### src/design/bpra_ram.sv
// Generic simple dual-port RAM with registered read.
// No dependencies.
`timescale 1ns / 1ps

module bpra_ram #(
    parameter int WIDTH = 8,
    parameter int DEPTH = 512
) (
    input  logic                                     aclk,
    input  logic                                     wr_en,
    input  logic [((DEPTH > 1) ? $clog2(DEPTH) : 1)-1:0] wr_addr,
    input  logic [WIDTH-1:0]                         wr_data,
    input  logic [((DEPTH > 1) ? $clog2(DEPTH) : 1)-1:0] rd_addr,
    output logic [WIDTH-1:0]                         rd_data
);

    logic [WIDTH-1:0] mem_reg [DEPTH];
    logic [WIDTH-1:0] rd_data_reg;

    always_ff @(posedge aclk) begin
        if (wr_en) begin
            mem_reg[wr_addr] <= wr_data;
        end
        rd_data_reg <= mem_reg[rd_addr];
    end

    assign rd_data = rd_data_reg;

endmodule

### config.mk
export PLATFORM = sky130hd
export DESIGN_NAME = bpra_ram
export DESIGN_NICKNAME = d
export VERILOG_FILES = /design/src/design/bpra_ram.sv
export SDC_FILE = /design/constraint.sdc
export NUM_CORES = 2
export LEC_CHECK = 0
export ABC_CLOCK_PERIOD_IN_PS = 2470
export BUFFER_PORTS_ARGS = -buffer_cell sky130_fd_sc_hd__buf_2
export CAP_MARGIN = 5
export CELL_PAD_IN_SITES_DETAIL_PLACEMENT = 0
export CELL_PAD_IN_SITES_GLOBAL_PLACEMENT = 1
export CORE_MARGIN = 4
export CORE_UTILIZATION = 40
export DETAILED_ROUTE_END_ITERATION = 10
export GPL_TIMING_DRIVEN = 0
export MAX_ROUTING_LAYER = met4
export PLACE_DENSITY_LB_ADDON = 0.1
export REMOVE_ABC_BUFFERS = 1
export SLEW_MARGIN = 30
export SYNTH_ARGS = -nofsm -noshare
export SYNTH_HDL_FRONTEND = slang
export SYNTH_SLANG_ARGS = --single-unit
### constraint.sdc
create_clock -name aclk -period 2.47 [get_ports aclk]
set_clock_uncertainty 0.2 [all_clocks]
set_input_delay 0.1235 -clock aclk [delete_from_list [all_inputs] [get_ports aclk]]
set_output_delay 0.1235 -clock aclk [all_outputs]
set_load 0.02 [all_outputs]
# == After elaboration in Yosys (flattened, before gate mapping) ==
# Memory sizes are Yosys's and may differ from the RTL's. A register that Yosys moved wholly into a read port is not among the register bits.
# Index checks and enable logic that the tools add are counted.
# word_totals
out_inout_bits,8
ram_bits,4096
reg_bits,0
elab_cells,3
mem_count,1
# mem_list
name,words,width,rd,rd_ports_with_merged_regs,write_ports,line_no,rtl
mem_reg,512,8,1,1,1,17,logic [WIDTH-1:0] mem_reg [DEPTH];
# op_classes
muxes,2
# ops
cell,count
$mux 1,2

# == Depth between registers and ports, before layout ==
# logic_depth
depth_word,2
mapped_depth,12
ltp_nobuf,7

# == Least setup slack after synthesis ==
# Ideal clock, no wire load.
# synth_path
path_kind,in2reg
from,input rd_addr[0] (netlist bit)
to,register rd_data_reg[0] (netlist: rd_data[0]) (read register of mem_reg)
arrival_time_ps,1978
cell_stages,10
setup_slack_ps,175
n_path_buf,4
cell_sequence,buf_4 buf_12 buf_12 buf_2 mux4_2 o21ai_0 nand3_1 nand4_1 o21ai_0 o2111a_1
# synth_lines
item,line_no,rtl
from (decl),13,"input logic [((DEPTH > 1) ? $clog2(DEPTH) : 1)-1:0] rd_addr,"
to (decl),18,logic [WIDTH-1:0] rd_data_reg;

==> results.md <==
* Status: finished, violations left
* Failing checks: negative setup slack
* Synth Area in Simple Gates at roughly 2.6%
* Post-synth EDFFs at between 4000 and 5000
* Max reg flops at 4096
* DR pass1 iterations at 7
* Final setup vio count at 13
* Area fraction in compound gates after synthesis at 4.31%
* Reg2reg end: rd_data[0]
* Seq/Total Area, Yosys at just under 80%
* Worst-path cell chain: buf_16 > buf_16 > buf_16 > clkinv_16 > buf_16 > buf_16 > o221ai_2 > o22ai_1 > o21ai_2 > nand4_1 > nor4_4 > o2111a_1
* Final cycle utilization of the critical path at 118%
* Grt total ovfl at 0
* Mapped cell area at between 150000 and 200000 sq um
* Hold Path Class: in2reg
* Max clock buf depth at 4
* Worst slew margin at 28.6%
* Power Total at between 100000 and 150000 uW
* ANT nets after route at 0
* Clk root buf: clkbuf_16
* DR vias at approximately 82000
* Slack of the critical path at -0.433 ns
* Initial Utilization at 40.3%
* Die width at 640 um
* Max-slew violations at 0
* Clock Latency Late Sink at 0.96 ns
* Unique masters post-synth at 51
* Hold_sp: wr_addr[1]
* Fin util at 47.2%
* WHS Endpoint: mem_reg[285][7]
* Share of cells above drive strength 1 at around 22%
* Crit Path Max Fanout at 27
* Async SR Flop Fraction at 0%
* Pin count of the biggest net entering global routing at 105
* Die footprint at a little over 400000 sq um
* Core ar. at 397000 sq um
* Routed wire length at 480000 um
* Initial drt markers at 7893
* WL per Instance at 34.4 um
* # port buffers at 35
* Top_reg_cell synth: edfxtp_1
* Crit path buf inv count at 6
* Maximum vdd ir drop at 0.000579 V
* Worst slew pin tran at 1.07 ns
* Lkg Pwr at 0.0593 uW
* Post-Synthesis Mean Instance Area at 19.9 sq um
* GR Layer Usage met3 at 2.82%
* Place WS at -3.52 ns
* DRC viols at 0
* Reg-to-reg startpoint: mem_reg[41][0]
* Final Hold Vio Count at 0
* Boundary Pins at 36
* YS warnings at 0
* R2R setup slack at -0.37 ns
* Most common cell after layout, fill and taps aside: edfxtp_1
* P&R area growth vs syn at 17.2%
* Most used cell, CP: buf_16
* Max Freq at 344 MHz
* Vias per cell at between 5 and 6
* Reg clk slew, reported paths at ~0.06 ns
* Main combinational cell family by area after synthesis: multiplexers
* #FFs+latches synth at 4104
* Synth Area in XOR/XNOR at 0%
* Slowest cell delay on critical path at roughly 0.58 ns
* Global-route wire length before repair at 658000 um
* Worst Reg-to-Reg Cells at 7
* Mux cell area share after synthesis at 14.2%
* M2 GR Usage at between 30% and 40%
* Top Usage Layer GRT: met2
* WP data required at 3.17 ns
* Die Ht at 640 um
* Critical-path top delay cell: nor4_4
* Commonest non-fill, non-tap cells in the layout: edfxtp_1, mux2i_1, mux4_2
* Critical path capture point type: register
* Row Count at 231
* Initial antenna violation count at 24
* Nets at around 8400
* RSZ-0062 raised after global routing: yes
* Vias in the first global route at between 80000 and 90000
* WHS at 0.0630 ns
* Top delay family on crit path: buffers and inverters
* Min cycle time layout at 2.90 ns
* GRT Util Overall at 23.5%
* Post-Layout Cell Count at around 14000
* Post-DP HPWL at 274000 um
* P per Cell Area at about 800 nW/um^2
* H-tree Lvls at 5
* Critical Path Start Type: input port
* Routability cong. at 0.768
* CTS tree: done
* CTS Buf Count at 442
* CTS Sinks at 4104
* Met1 Usage GRT at 32.1%
* Kind of critical path: in2reg
* Critical path data arrival time at 3.60 ns
* Dpl cells at ~13000
* Max_cap viols at 0
* Hold depth at 4
* Post-synthesis cell count at 8030
* Synth Area in Adders at 0%
-- power breakdown --
part           total (uW)  switching (uW)  internal (uW)
clock network       64000           26900          37100
logic                8740            5640           3110
registers           76800             106          76700
total              150000           32700         117000
-- kinds of logic (layout without fill, tap and decap cells) --
group	after synthesis	in the layout
AOI/OAI and AO/OA	979	979
buffers and inverters	516	1185
muxes	1451	1451
other	0	22
DFF	4104	4104
and+or+nand+nor	980	981
-- repair_timing --
item,in CTS,in global routing
hold buffers,33,2
setup endpoints to repair,8,238
cloned,62,13
setup buffers,28,55
pin swaps,81,61
gates resized for setup,324,97
hold endpoints to repair,3082,7
-- cell usage after synthesis (all sizes together) (4+ instances only) --
master / instances / area, sq um
edfxtp: 4096 / 123000
mux2i: 797 / 7980
mux4: 654 / 14700
nor2: 597 / 2240
o221ai: 372 / 3260
clkbuf: 265 / 995
buf: 248 / 1950
a21oi: 194 / 971
o22ai: 163 / 1020
o21ai: 119 / 596
nand2: 111 / 417
nor3: 109 / 546
a22oi: 61 / 458
nand3: 36 / 180
nor4: 36 / 225
nand4: 32 / 200
and2: 20 / 125
a211oi: 17 / 128
o31ai: 13 / 97.6
dfxtp: 8 / 160
nor3b: 8 / 60.1
o2111a: 8 / 90.1
o41ai: 7 / 61.3
nor2b: 6 / 37.5
o311ai: 6 / 52.6
or3: 6 / 37.5
a22o: 5 / 43.8
or2: 5 / 31.3
and3: 4 / 25.0
and3b: 4 / 35.0
nand2b: 4 / 25.0
-- worst max-delay path by stage --
stage,start,end,cells past startpoint
after floorplan,rd_addr[2],rd_data[6],7
after global placement,rd_addr[1],rd_data[0],8
after detailed placement,rd_addr[0],rd_data[4],13
after CTS,mem_reg[58][4],rd_data[4],7
after global routing,mem_reg[41][0],rd_data[0],7
final,rd_addr[4],rd_data[0],12
-- final cells by class --
class	count	area (sq um)
fillers	33200	210000
flip-flops and latches	4104	123000
multi-input cells	3411	36200
clock buffers	559	11900
repair buffers	380	7520
well taps	5242	6560
clock inverters	242	1970
diodes	22	55.1
inverters	3	42.5
repair inverters	1	11.3
-- per-stage QoR --
stage | cell area [sq um] | TNS [ns]
after CTS | 186000 | -2.41
after global placement | 164000 | -
final | 187000 | -2.04
after global routing | 187000 | -2.71
after detailed placement | 168000 | -2726.05
after floorplan | 157000 | -51.45
-- tightest hold or removal path: stages --
cell and delay (ns):
buf_2 0.17, nor2b_2 0.13, nand2_4 0.29, nor2_1 0.27
-- metal layers --
layer,vias to the layer above,wire (um)
met3,627,24900
met4,0,14000
met2,2469,235000
li1,34300,-
met1,44500,207000
met5,-,0
No activity file was read; power rests on OpenSTA's default activity.
