==> src/design/bpra_pkg.sv <==
// Shared types and constants for the bitmap page run allocator.
// No dependencies; imported by the row scan, the top level and the checker.
`timescale 1ns / 1ps

package bpra_pkg;

    localparam int WORD_W      = 8;   // pages per map row
    localparam int WORD_BITS_W = 3;   // log2 of WORD_W
    localparam int POS_W       = 21;  // page positions, covers the largest map plus one
    localparam int CNT_W       = 13;  // page counts
    localparam int PAGE_W      = 12;  // page numbers on the ports
    localparam int CFG_IDX_W   = 1;

    localparam logic CMD_ALLOC = 1'b0;
    localparam logic CMD_FREE  = 1'b1;

    localparam logic STATUS_OK       = 1'b0;
    localparam logic STATUS_NO_SPACE = 1'b1;

    localparam logic [CFG_IDX_W-1:0] CFG_PAGE_LIMIT   = 1'b0;
    localparam logic [CFG_IDX_W-1:0] CFG_USABLE_PAGES = 1'b1;

    localparam logic [CNT_W-1:0] LIMIT_RESET = 13'd4096;
    localparam logic [CNT_W-1:0] CNT_MAX     = 13'h1FFF;

    typedef struct packed {
        logic              cmd;
        logic [CNT_W-1:0]  page_count;
        logic [PAGE_W-1:0] start_page;
    } req_t;

    typedef struct packed {
        logic              status;
        logic [PAGE_W-1:0] run_start;
        logic [CNT_W-1:0]  used_count;
        logic [CNT_W-1:0]  free_count;
    } rsp_t;

    // Outcome of scanning one map row.
    typedef struct packed {
        logic             found;
        logic [POS_W-1:0] start;     // first page of the run found
        logic [POS_W-1:0] next_pos;  // page just past the run
        logic [CNT_W-1:0] run;       // free pages in a row at the end of the row
    } scan_res_t;

endpackage

==> src/design/bpra_row_scan.sv <==
// Run search over one row of the page map, one page after another.
// Depends on bpra_pkg.
`timescale 1ns / 1ps

module bpra_row_scan (
    input  logic [bpra_pkg::WORD_W-1:0] row_data,
    input  logic [bpra_pkg::POS_W-1:0]  pos,
    input  logic [bpra_pkg::POS_W-1:0]  end_pos,
    input  logic [bpra_pkg::CNT_W-1:0]  need,
    input  logic [bpra_pkg::CNT_W-1:0]  run_in,
    output bpra_pkg::scan_res_t         res
);
    import bpra_pkg::*;

    logic [POS_W-1:0] page_v;
    logic [CNT_W-1:0] run_v;
    logic             found_v;
    logic [POS_W-1:0] start_v;
    logic [POS_W-1:0] next_v;

    always_comb begin
        page_v  = '0;
        run_v   = run_in;
        found_v = 1'b0;
        start_v = '0;
        next_v  = '0;
        for (int k = 0; k < WORD_W; k++) begin
            page_v = {pos[POS_W-1:WORD_BITS_W], WORD_BITS_W'(k)};
            // Pages below the entry point and at or past the end take no part.
            if (!found_v && (WORD_BITS_W'(k) >= pos[WORD_BITS_W-1:0]) && (page_v < end_pos)) begin
                if (!row_data[k]) begin
                    run_v = run_v + CNT_W'(1);
                    if (run_v == need) begin
                        found_v = 1'b1;
                        next_v  = page_v + POS_W'(1);
                        start_v = page_v + POS_W'(1) - POS_W'(need);
                    end
                end else begin
                    run_v = '0;
                end
            end
        end
        res.found    = found_v;
        res.start    = start_v;
        res.next_pos = next_v;
        res.run      = run_v;
    end

endmodule

==> config.mk <==
export PLATFORM = sky130hd
export DESIGN_NAME = bpra_row_scan
export DESIGN_NICKNAME = d
export VERILOG_FILES = /design/src/design/bpra_pkg.sv /design/src/design/bpra_row_scan.sv
export SDC_FILE = /design/constraint.sdc
export NUM_CORES = 1
export LEC_CHECK = 0
export ABC_CLOCK_PERIOD_IN_PS = 26400
export BUFFER_PORTS_ARGS = -buffer_cell sky130_fd_sc_hd__buf_4
export CAP_MARGIN = 5
export CELL_PAD_IN_SITES_DETAIL_PLACEMENT = 1
export CELL_PAD_IN_SITES_GLOBAL_PLACEMENT = 2
export CORE_MARGIN = 8
export CORE_UTILIZATION = 37
export DETAILED_ROUTE_END_ITERATION = 16
export GPL_ROUTABILITY_DRIVEN = 0
export PLACE_DENSITY_LB_ADDON = 0.05
export SLEW_MARGIN = 20
export SYNTH_ARGS = -nofsm -noshare
export SYNTH_HDL_FRONTEND = slang
export SYNTH_SLANG_ARGS = --single-unit
==> constraint.sdc <==
create_clock -name vclk -period 26.4
set_input_delay 1.32 -clock vclk [all_inputs]
set_output_delay 1.32 -clock vclk [all_outputs]
set_load 0.01 [all_outputs]
After elaboration in Yosys (flattened, before gate mapping)
Cells that the tools add are included.
{ "word_totals": {"inputBits": 76, "romBits": 0, "latchBits": 0, "ram_bits": 0, "regBits": 0, "n_memories": 0, "output_inout_bits": 56, "wordCells": 158} }
{ "op_classes": {"muxes": 88, "n_eq_ne": 8, "n_shift": 0, "n_mul": 0, "n_addsub": 24, "bitwise": 0, "order_cmp": 16, "reduce_logical": 22, "div": 0} }
{ "op_table": {"columns": ["cell", "n"], "rows": [
  ["two-way mux 21 bit", 48],
  ["two-way mux 13 bit", 16],
  ["adder 21 x 1 -> 21 bit, second input constant", 8],
  ["< comparator 21 bit", 8],
  ["subtractor 21 x 13 -> 21 bit", 8],
  ["adder 13 x 1 -> 13 bit, second input constant", 8],
  ["== test 13 bit", 8],
  ["two-way mux 1 bit", 24],
  ["logical AND 1 bit", 15],
  [">= comparator 3 bit, first input constant", 4],
  ["logical NOT 1 bit", 7],
  [">= comparator 1 x 3 -> 1 bit, first input constant", 2],
  [">= comparator 2 x 3 -> 1 bit, first input constant", 2]
]} }

Logic depth before layout (Yosys ltp)
Gate-level depths: netlist (run 1).
{ "depth": {"ltp_word": 36, "ltp_mapped": 62, "mapped_depth_nobuf": 51} }

Least setup slack after synthesis (run 1)
Ideal clock, no wire load.
{ "synth_timing": {"path_type": "input to output", "start": "input pos[3] (netlist name)", "end": "output res[22] (netlist name)", "cell_stages": 59, "arrival_ns": 13.360, "path_buffers": 11, "slack_ns": 11.720, "required_ns": 25.080, "cell_sequence": "inv_1 > ha_1 > nor3b_1 > a221o_1 > a21oi_2 > and3_1 > buf_4 > buf_2 > mux2i_1 > inv_1 > ha_1 > clkbuf_1 > xnor2_1 > o21ai_0 > a211oi_1 > o21ai_0 > nor4bb_1 > nand4_1 > [... 23 more ...] > or3_1 > buf_2 > buf_2 > a21oi_1 > a21oi_1 > inv_1 > ha_1 > inv_1 > a311oi_2 > or3b_1 > clkbuf_1 > or2_2 > xnor2_1 > or4_1 > buf_4 > buf_6 > a211oi_2 > a21o_1"} }
{ "synth_rtl": {"columns": ["item", "line", "rtl"], "rows": [
  ["start, declared", "bpra_row_scan.sv:7", "input logic [bpra_pkg::POS_W-1:0] pos,"],
  ["end, declared", "bpra_row_scan.sv:11", "output bpra_pkg::scan_res_t res"]
]} }

==> metrics.txt, run 1 <==
Starting Density 0.376; Critical Path Source Type primary input; syn_nets 2396; largest net degree at the start of global routing 43; first-pass GRT wire length around 110000 um; final WL 73900 um; clkbuf count 0; status complete, no violations; sequential area share after synthesis 0; Setup violations, final 0; slew margin rel. 0.265; Pwr Density 27.8 nW/um2; Worst Tran Pin Value about 1100 ps; crit path DAT between 15000 and 20000 ps; Final Util 0.410; final slew viol count 0; Avg Synthesized Cell Area between 6 and 7 um2; YS warnings 0; port bufs 132; Setup crit end kind primary output; number of I/O pins 132; antenna violations before repair 0; layout cells sized above 1 0.121; Placement Setup Slack 8540 ps; vias 18900; fmax 54.9 MHz; Mapped Area around 14000 um2; HPWL after detailed placement roughly 57000 um; slowest CP cell nor2_1; First-pass DRT Iterations 5; final cycle utilization of the critical path 0.689; number of DRC markers in iteration 0 1512; sequential standard cell area 0 um2; leakage approximately 5.8 nW; Post-Synthesis Cells between 2000 and 2500; worst hold path class primary input to primary output; Antenna Cells 0; FP Rows 71; DRC 0; most used cell, CP buf_4; Die Wd 212 um; Antenna Nets Post-Route 0; final net count 2406; Peak VDD IR ~0.015 mV; Fin. Hold Viols 0; Via density ~7; core area 37800 um2; Worst Path Required 25080 ps; GR Overflow Total 0; All-Layer GR Usage 0.313; vias in the first global route 18800; min cycle time layout between 15000 and 20000 ps; die area 44900 um2; Seq cells 0; setup_tns 0 ps; synth unique cells 115; Area Overhead vs Synth 8.91%; CP peak stage delay around 820 ps; Avg WL per Cell 26.6 um; critical path peak fanout 28; post_cts resized 0; RSZ-0062 raised after global routing no; Die Span Y roughly 210 um; setup bufs post-CTS 0; fin worst setup slack 8200 ps; fillers 5051; hold buffers post-CTS 0; Max-cap violations 0; WS Path Type primary input to primary output
-- power breakdown --
part	total [mW]	internal (mW)	switching, mW	leakage [nW]
sequential	0	0	0	0
clock	0	0	0	0
combinational	0.430	0.153	0.277	5.78
-- stage by stage --
stage	std cells	hold WS, ps	instance area (um2)	total power, mW
after floorplan	2260	2730	14200	0.295
after global placement	2779	3000	15500	0.413
after detailed placement	2779	3000	15500	0.419
after CTS	2779	3000	15500	0.422
after global routing	2779	3010	15500	0.462
final	2779	3010	15500	0.430
-- final timing paths --
check               start      end  slack [ps]  cells after the start
setup / recovery  pos[20]  res[39]        8200                     54
hold / removal    pos[11]  res[24]        3010                      3
-- cell usage in the layout (no fill, tap or decap), types with 17 or more instances in the layout --
cell type  instances
and4_1            17
ha_1              58
and2_1            23
a211oi_1          31
nand3_1           91
nor2b_1           26
o21ai_1           29
o211ai_1          26
nand4_1           50
nor4_1            32
xnor2_1          139
a21o_1            50
a31oi_1           46
nand2b_1          20
buf_4            164
nand2_1          206
o21ai_0          155
mux2i_1           19
o21a_1            19
inv_1             69
xor2_1            32
o22ai_1           30
nor3_1            87
nor2_1           212
and3_1            34
or2_2             22
or3_1             34
a21oi_1          191
-- Yosys cell counts (31+ instances only) --
cell type / instances / area (um2)
nor2_1: 213 / 800
nand2_1: 206 / 773
a21oi_1: 191 / 956
o21ai_0: 155 / 776
xnor2_1: 139 / 1220
clkbuf_1: 109 / 409
nand3_1: 91 / 455
nor3_1: 87 / 435
inv_1: 69 / 259
ha_1: 58 / 726
a21o_1: 50 / 375
nand4_1: 50 / 313
a31oi_1: 46 / 288
nor4_1: 35 / 219
and3_1: 34 / 213
or3_1: 34 / 213
xor2_1: 32 / 280
a211oi_1: 31 / 233
-- layer usage --
| layer | wire, um | GRT usage | up-vias |
|---|---|---|---|
| met5 | 0 | 0 | - |
| met4 | 3060 | 0.117 | 0 |
| met3 | 4930 | 0.0260 | 172 |
| met2 | 33800 | 0.517 | 821 |
| met1 | 32200 | 0.418 | 9367 |
| li1 | - | - | 8569 |
-- area by class of cell --
type | count | area, um2 | share of cell area
Tap cell | 511 | 639 | 0.0413
Inverter | 78 | 293 | 0.0189
Multi-Input combinational cell | 2026 | 13300 | 0.860
Timing Repair Buffer | 164 | 1230 | 0.0796
-- critical path, delay by kind of cell --
family / cells / cell delay (ps)
mux: 3 / 1490
xor+xnor: 3 / 900
fa+ha+maj: 5 / 1530
simple gates: 15 / 5430
buf+inv: 11 / 2200
compound gates: 17 / 3960
-- cell families (layout without fill, tap and decap cells) --
group           after synthesis  after routing  share of synthesized area
simple gates                949            949                      0.356
compound gates              815            815                      0.391
buf+inv                     234            242                     0.0669
xor+xnor                    176            176                      0.113
fa+ha+maj                    60             60                     0.0539
mux                          26             26                     0.0189
No activity file was read; power rests on OpenSTA's default activity.
==> run 2, diff against run 1 <==
ABC_CLOCK_PERIOD_IN_PS = 18100   (was 26400)
CORE_UTILIZATION = 35   (was 37)
clock period = 18.1 ns   (was 26.4 ns; I/O delays follow)
==> metrics.txt, run 2 (synthesis gave the netlist of run 1 again) <==
Avg WL per Cell 26.9 um (+1.1%); final cycle utilization of the critical path 0.938; RSZ-0062 raised after global routing no; DRC 0 (unchanged); antenna violations before repair 1 (+1); Setup violations, final 0 (unchanged); largest net degree at the start of global routing 42 (-2.3%); first-pass GRT wire length 113000 um (+0.79%); Area Overhead vs Synth 9.32%; First-pass DRT Iterations 6 (+1); Non-Filler Cell Area, Final 15500 um2 (+0.37%); Antenna Cells 0 (unchanged); All-Layer GR Usage 0.300 (-0.0128); Critical Path Source Type primary input; clkbuf count 0 (unchanged); final WL 75400 um (+2.0%); vias in the first global route 18700 (-0.68%); worst hold path class primary input to primary output; WS Path Type primary input to primary output; final net count 2410 (+0.17%); die area 47300 um2 (+5.3%); Worst Path Buf+Inv 8 (-3); post_cts resized 0 (unchanged); min cycle time layout 16990 ps; Fin. Hold Viols 0 (unchanged); Worst Tran Pin Value 1140 ps (+43.4 ps); number of I/O pins 132 (unchanged); family with the most delay on the worst path simple AND/OR/NAND/NOR gates; Seq cells 0 (unchanged); layout cells sized above 1 0.122 (+0.00111); fmax between 50 and 60 MHz; Worst Path Required 17190 ps (-7890 ps); Hold WS 2180 ps (-828 ps); Pwr Density 40.8 nW/um2 (+47%); hold buffers post-CTS 0 (unchanged); Die Span Y 217 um (+2.6%); slowest CP cell or4_1; sequential standard cell area 0 um2 (unchanged); Setup crit end kind primary output; leakage 5.80 nW (+0.39%); setup bufs post-CTS 0 (unchanged); slew margin rel. 0.241 (-0.0240); core area 40500 um2 (+7.2%); most frequent cells in the layout nor2_1 (212), nand2_1 (206), a21oi_1 (191); FP Rows 74 (+4.2%); commonest non-fill, non-tap cell in the layout nor2_1; Antenna Nets Post-Route 0 (unchanged); Peak VDD IR 0.0195 mV (+34%); Starting Density 0.351 (-0.0252); Area after DPL 15500 um2 (+0.32%); number of DRC markers in iteration 0 1524 (+0.79%); Die Wd 217 um (+2.6%); final slew viol count 0 (unchanged); CP peak stage delay 1010 ps (+190 ps); crit path DAT 16080 ps (-800 ps); critical path peak fanout 20 (-29%); vias 18900 (-0.063%); Via density 6.75 (-0.95%); GR Overflow Total 0 (unchanged); status complete, no violations; setup_tns 0 ps (unchanged); port bufs 132 (unchanged); HPWL after detailed placement 58300 um (+2.8%); Max-cap violations 0 (unchanged)
run 2: path summary, 6_finish.rpt:
check	from	to	slack, ps	cells past startpoint
setup / recovery	pos[20]	res[19]	1110	46
hold / removal	pos[11]	res[24]	2180	3
run 2: where the power goes:
part | switching, mW | internal (mW) | leakage (nW)
sequential | 0 | 0 | 0
combinational | 0.409 | 0.224 | 5.80
clock | 0 | 0 | 0
total | 0.409 | 0.224 | 5.80
run 2: area by class of cell:
class / instances / area (um2)
Tap cell: 532 / 666
Multi-Input combinational cell: 2026 / 13300
Inverter: 78 / 293
Fill cell: 5386 / 24900
Timing Repair Buffer: 168 / 1260
run 2: layer usage:
| metal | up-vias | GRT usage | share of wire |
|---|---|---|---|
| met3 | 150 | 0.0237 | 0.065 |
| met5 | - | 0 | 0 |
| met2 | 752 | 0.492 | 0.46 |
| met1 | 9445 | 0.409 | 0.44 |
| met4 | 0 | 0.101 | 0.038 |
| li1 | 8570 | - | - |
run 2: through the flow:
step	total power [mW]	util	setup WS, ps	cells
6_report	0.633	0.384	1110	2804
4_1_cts	0.622	0.384	1360	2804
2_1_floorplan	0.430	-	4250	2260
5_1_grt	0.681	0.384	118	2804
3_5_place_dp	0.619	0.384	1410	2804
3_3_place_gp	0.611	0.384	1630	2804
==> run 3, diff against run 2 <==
ABC_AREA = 1   (was not set)
CORE_UTILIZATION = 31   (was 35)
==> metrics.txt, run 3 <==
status complete, no violations; port bufs 132 (unchanged); largest net degree at the start of global routing 39 (-7.1%); sequential fraction of design power 0 (unchanged); hold buffers post-CTS 0 (unchanged); RSZ-0062 raised after global routing no; final net count 2830 (+17%); GR Overflow Total 0 (unchanged); dominant cells by area after synthesis nand2_1 (24%), nand3_1 (12%), xor2_1 (9.2%); Antenna Cells 0 (unchanged); Die Wd 222 um (+2.0%); final slew viol count 0 (unchanged); Worst Tran Pin Value 1070 ps (-66.5 ps); final WL 68800 um (-8.8%); Avg Synthesized Cell Area 4.98 um2 (-21%); Pwr Density 36.4 nW/um2 (-11%); leakage 7.81 nW (+35%); WS Path Type primary input to primary output; crit path DAT 14710 ps (-1370 ps); number of DRC markers in iteration 0 1134 (-26%); sw power 370 uW (-9.5%); Seq cells 0 (unchanged); Peak VDD IR 0.0205 mV (+4.9%); setup bufs post-CTS 0 (unchanged); Gate power share 1.000 (about the same); most common cell in the netlist nand2_1; fmax 64.0 MHz (+8.8%); clkbuf count 0 (unchanged); First-pass DRT Iterations 5 (-1); sequential standard cell area 0 um2 (unchanged); final cycle utilization of the critical path 0.863 (-0.0758); YS warnings 0 (unchanged); vias in the first global route 17700 (-5.1%); Post-Synthesis Cells 2633 (+17%); Setup violations, final 0 (unchanged); Antenna Nets Post-Route 0 (unchanged); worst hold path class primary input to primary output; setup_tns 0 ps (unchanged); Via density 5.50 (-19%); number of I/O pins 132 (unchanged); Fin. Hold Viols 0 (unchanged); list of most frequent post-synthesis cells nand2_1 (851), inv_1 (318), nand3_1 (309); fillers 6088 (+13%); most frequent cells in the layout nand2_1 (851), inv_1 (318), nand3_1 (309); layout cells sized above 1 0.103 (-0.0195); Setup crit end kind primary output; sequential area share after synthesis 0 (unchanged); Avg WL per Cell 21.3 um (-21%); slew margin rel. 0.282 (+0.0417); CP peak stage delay 920 ps (-90 ps); Min-Delay Path Depth 3 (unchanged); die area 49200 um2 (+4.0%); Die Span Y 222 um (+2.0%); slowest CP cell nand3_2; vias 17800 (-6.1%); Clk pwr share 0 (unchanged); FP Rows 75 (+1.4%); Mapped Area 13100 um2 (-7.6%); post_cts resized 0 (unchanged); syn_nets 2769 (+16%); HPWL after detailed placement 55200 um (-5.3%); Worst Path Required 17190 ps (about the same); first-pass GRT wire length 106000 um (-6.7%); min cycle time layout 15610 ps (-1370 ps); Synth top area share 0.243 (+0.158); All-Layer GR Usage 0.268 (-0.0316); Pint 156 uW (-31%); Max-cap violations 0 (unchanged); synth unique cells 57 (-50%); antenna violations before repair 0 (-1); Area Overhead vs Synth 10.1%; most used cell, CP nand2_1; Critical Path Source Type primary input; Final Util 0.345 (-0.0385); core area 41900 um2 (+3.4%); Sw Share 0.704 (+0.0581); critical path peak fanout 38 (+90%); Starting Density 0.313 (-0.0376); area leader, netlist nand2_1; DRC 0 (unchanged); commonest non-fill, non-tap cell in the layout nand2_1
run 3: critical path, delay by kind of cell:
kind                       cells  cell delay [ps]
buffers and inverters         10             1640
and+or+nand+nor               48            10610
xor gates and xnor gates       1              150
adders and majority gates      4              950
AOI/OAI and AO/OA              2              280
run 3: worst paths after layout:
path / from / endpoint
worst max-delay path: pos[3] / res[47]
worst min-delay path: pos[3] / res[16]
run 3: layout make-up:
cell class / count / area (um2) / area share
inverter: 362 / 1360 / 0.0940
multi-input combinational: 2185 / 11300 / 0.784
tap: 539 / 674 / 0.0467
timing repair buffer: 145 / 1090 / 0.0753
run 3: power by group through the flow:
stage                     combinational, mW  sequential, mW  clock, mW
after floorplan                       0.357               0          0
after global placement                0.510               0          0
after detailed placement              0.518               0          0
after CTS                             0.520               0          0
after global routing                  0.584               0          0
final                                 0.526               0          0
run 3: routing by layer:
layer,share of wire,track usage
met1,0.48,0.370
met2,0.44,0.438
met3,0.059,0.0350
met4,0.026,0.0588
met5,0,0
run 3: logic make-up (layout without fill, tap and decap cells):
family,after synthesis,count (layout),share of synthesized area
adders and majority gates,60,60,0.0584
xor gates and xnor gates,150,150,0.102
buffers and inverters,448,507,0.137
AOI/OAI and AO/OA,373,373,0.161
muxes,4,4,0.00305
and+or+nand+nor,1598,1598,0.538
run 3: through the flow:
step	cell area [um2]	hold WS, ps	total power, mW	setup slack, ps	instances
after floorplan	13100	1900	0.357	8250	2633
after global placement	14500	2170	0.510	2990	3231
after detailed placement	14500	2190	0.518	2600	3231
after CTS	14500	2190	0.520	2570	3231
after global routing	14500	2210	0.584	1010	3231
final	14500	2180	0.526	2490	3231
